<file path="src/plas_ram.sv">
// Generic simple dual-port RAM: one write port, one registered read port.
// No dependencies.
module plas_ram #(
  parameter int WIDTH = 32,
  parameter int DEPTH = 64
) (
  input  logic                     clk,
  input  logic                     wr_en,
  input  logic [$clog2(DEPTH)-1:0] wr_addr,
  input  logic [WIDTH-1:0]         wr_data,
  input  logic [$clog2(DEPTH)-1:0] rd_addr,
  output logic [WIDTH-1:0]         rd_data
);

  logic [WIDTH-1:0] mem [DEPTH];

  always_ff @(posedge clk) begin
    if (wr_en) begin
      mem[wr_addr] <= wr_data;
    end
    rd_data <= mem[rd_addr];
  end

endmodule

</file>
<file path="config.mk">
export PLATFORM = sky130hd
export DESIGN_NAME = plas_ram
export DESIGN_NICKNAME = d
export VERILOG_FILES = /design/src/plas_ram.sv
export SDC_FILE = /design/constraint.sdc
export NUM_CORES = 2
export LEC_CHECK = 0
export CAP_MARGIN = 20
export CORE_MARGIN = 2
export CORE_UTILIZATION = 40
export DETAILED_ROUTE_END_ITERATION = 8
export DONT_BUFFER_PORTS = 1
export PLACE_DENSITY_LB_ADDON = 0.1
export SLEW_MARGIN = 0
export SYNTH_ARGS = -nofsm -noshare
export SYNTH_HDL_FRONTEND = slang
export SYNTH_SLANG_ARGS = --single-unit
</file>
<file path="constraint.sdc">
create_clock -name clk -period 6.6 [get_ports clk]
set_clock_uncertainty 0.15 [all_clocks]
set_input_delay 0.99 -clock clk [delete_from_list [all_inputs] [get_ports clk]]
set_output_delay 0.99 -clock clk [all_outputs]
set_load 0.01 [all_outputs]
</file>
# Yosys cells after proc, flatten, opt, wreduce, memory -nomap -nowiden
# Memories as Yosys holds them, arrays and structs flattened. A register that Yosys moved wholly into a read port is not among the register bits.
# Index checks and enable logic that the tools add are counted.
[totals] output_inout_bits=32 input_bits=46 mem_count=1 mem_bits_rw=2048 regBits=0 elab_cells=3
[op_classes] n_mux=2
[mem_list] memory="mem" words=64 width=32 read_ports=1 rd_clocked_by_memory_dff=1 write_ports=1 line_no="15" rtl="logic [WIDTH-1:0] mem [DEPTH];"
[op_table] cell="$mux 1" n=2

# Logic depth before layout (Yosys ltp)
[depth] word_depth=2 mapped_depth=10 mapped_depth_nobuf=5

# Worst setup path before layout
# No wires, ideal clock.
[synth_timing] path_kind="input to register" start="input wr_addr[3]" end="memory mem[48][0], enable pin" n_path_buf=1 arrival_ns=3.689 setup_time_ns=0.461 cell_stages=4 slack_ns=2.300 required_time_ns=5.989 cell_sequence="clkbuf_1 -> nor2b_1 -> nand4b_1 -> nor3_1"
[synth_lines] item="start: declaration" line_no="9" rtl="input logic [$clog2(DEPTH)-1:0] wr_addr,"
[synth_lines] item="end: declaration" line_no="15"
# Straight into the memory's write port.

==> metrics <==
status=finished, violations left; failing checks=slew limit; Main synth FF type=edfxtp_1; DR DRC count=0; post-CTS setup buffers=0; Multi-input gate area=0.0160 mm^2; maxcap violations=0; top-count cell post-synth=edfxtp_1; Final Hold Violating Endpoints=0; overall power=between 20 and 30 mW; Final #Nets=about 3,500; Register-to-Register Setup Slack=around 3.9 ns; die area=around 0.20 mm^2; maximum VDD drop=0.290 mV; nature of the critical path endpoint=register; Synth area leaders=edfxtp_1 (78%), mux4_2 (16%), mux2i_1 (1.2%), dfxtp_1 (0.82%), o22ai_1 (0.67%); max_slew headroom=-24.7%; WL/cell=35.2 um; static leakage=between 20 and 30 nW; initial core utilization=just over 40%; via count=between 30,000 and 40,000; type of the worst min-delay path=input pin to register; Routed Antenna Nets=0; Worst Path Arrival=5.15 ns; largest net degree at the start of global routing=a little over 500; port bufs=0; Post-Synthesis Cells=about 3,300; crit-path max FO=103; design area=0.0888 mm^2; share of layout cells above drive strength 1=27.2%; hpwl dp=roughly 120 mm; routability cong.=between 0.7 and 0.8; f_max=217 MHz; Tightest Pin Transition=between 1.5 and 2 ns; H-tree Lvls=4; #FFs+latches synth=~2,100; die height=between 400 and 500 um; Crit Path Class=input pin to register; max incr delay on CP=between 0.7 and 0.8 ns; CP Launch Type=input pin; first-pass GRT wire length=approximately 300 mm; min Tclk post-route=between 4 and 5 ns; GRT Residual Overflow=0; vias in the first global route=between 30,000 and 40,000; Final Max Slew Viols=approximately 140; CP cell instances=buf_16 -> buf_16 -> buf_16 -> mux4_2 -> mux4_2 -> o22ai_1 -> nor2_1; cell taking the most area after synthesis=edfxtp_1; cell area after synthesis=approximately 0.079 mm^2; hold_buf cts=0; Post-CTS Resized=0; final wirelength=220 mm; asr flop ratio synth=0%; Yosys Warn Count=0; cell mode on critical path=buf_16; initial antenna violation count=12; Initial DRC Count=4,064; die width=roughly 450 um; period utilization=between 60% and 70%; core area=slightly below 0.2 mm^2; Ports=78; Register Area=around 0.062 mm^2; total track usage=between 20% and 30%; row count=between 150 and 200; unrepaired setup endpoints after global routing=false; DR pass1 iterations=5; Yosys cell types=34; Avg Cell Area, Syn=between 20 and 25 um^2; top post-synthesis cells by count=edfxtp_1 (2,048), mux4_2 (544), nor2_1 (137); Root Driver=clkbuf_16; Setup Viol. Count Final=0; CTS tree=yes; fill count=between 15,000 and 20,000; clk sink count=~2,100; clk slew on worst S/H paths=0.06 ns; PwrDens=just over 300 mW/mm^2; EDFF count, synth=roughly 2,000; syn nets=between 3,000 and 4,000; synthesis-to-layout area growth=13.1%; post-DR vias/cell=about 5.8; TritonCTS Buffers=around 210; setup_tns=0 ns; Worst EP required=7.14 ns; placed cell areas=~0.082 mm^2; worst skew pair latency=roughly 0.86 ns; Clock Tree Buf Depth=3; slowest cell on the critical path=o22ai_1; top-area cell type share of the netlist area=approximately four fifths; sequential element share of the synthesized area=~79%
==> critical path: cells and delay by family <==
kind / cells / cell delay, ns
buf+inv: 3 / 1.59
compound gates: 1 / 0.74
simple gates: 1 / 0.15
mux: 2 / 1.20
==> layout make-up <==
type	count	area share (%)
multi-input combinational	1062	18.0
timing repair buffer	81	0.826
tap	2624	3.70
clock inverter	128	1.28
clock buffer	266	6.22
sequential	2080	70.0
antenna	6	0.0169
==> power breakdown <==
group | leakage, nW | switching [mW] | internal [mW]
clock | 3.25 | 5.04 | 6.53
sequential | 18.7 | 0.105 | 14.6
combinational | 5.15 | 0.525 | 0.445
total | 27.1 | 5.67 | 21.6
==> routing by layer <==
metal | share of wire, % | vias up | global-route usage (%)
li1 | - | 14500 | -
met1 | 43 | 20100 | 31.5
met2 | 47 | 1300 | 34.8
met3 | 7.4 | 259 | 4.54
met4 | 2.7 | 0 | 6.34
met5 | 0 | - | 0
==> cells in the final DEF, fill, tap and decap left out, drive strengths merged, types with 12 or more instances in the layout <==
master / synthesis / routed
bufinv: 0 / 15
nand2: 26 / 26
nor2: 137 / 137
clkinv: 0 / 98
mux2i: 93 / 93
dfxtp: 32 / 32
mux4: 544 / 544
a21oi: 62 / 62
o221ai: 27 / 27
nor2b: 15 / 15
edfxtp: 2048 / 2048
buf: 108 / 81
o22ai: 84 / 84
clkbuf: 74 / 266
a22oi: 12 / 12
==> state kept, by name (all words and copies together), names as in the netlist <==
signal / count
mem: 2048
rd_data: 32
==> worst paths after layout <==
kind | from | cells past startpoint | to
setup / recovery | rd_addr[0] | 7 | rd_data[11]$_DFF_P_
hold / removal | wr_data[29] | 0 | mem[51][29]$_DFFE_PP_
hold reg to reg | mem[12][4]$_DFFE_PP_ | 4 | rd_data[4]$_DFF_P_
setup reg to reg | mem[15][11]$_DFFE_PP_ | 4 | rd_data[11]$_DFF_P_
==> per-stage QoR <==
stage / hold WS (ns) / std cells / util (%) / worst slack (ns)
after floorplan: 0.513 / 3324 / - / 2.30
after global placement: 0.626 / 5840 / 42.0 / 2.69
after detailed placement: 0.621 / 5842 / 42.0 / 2.85
after CTS: 0.0176 / 6236 / 45.5 / 3.75
after global routing: 0.0389 / 6241 / 45.5 / 1.88
final: 0.0880 / 6247 / 45.5 / 1.99
==> logic make-up after synthesis <==
| group | synth area share, % |
|---|---|
| compound gates | 1.67 |
| flops | 79.1 |
| buf+inv | 1.13 |
| simple gates | 1.27 |
| mux | 16.8 |
(Power assumes the default switching activity.)
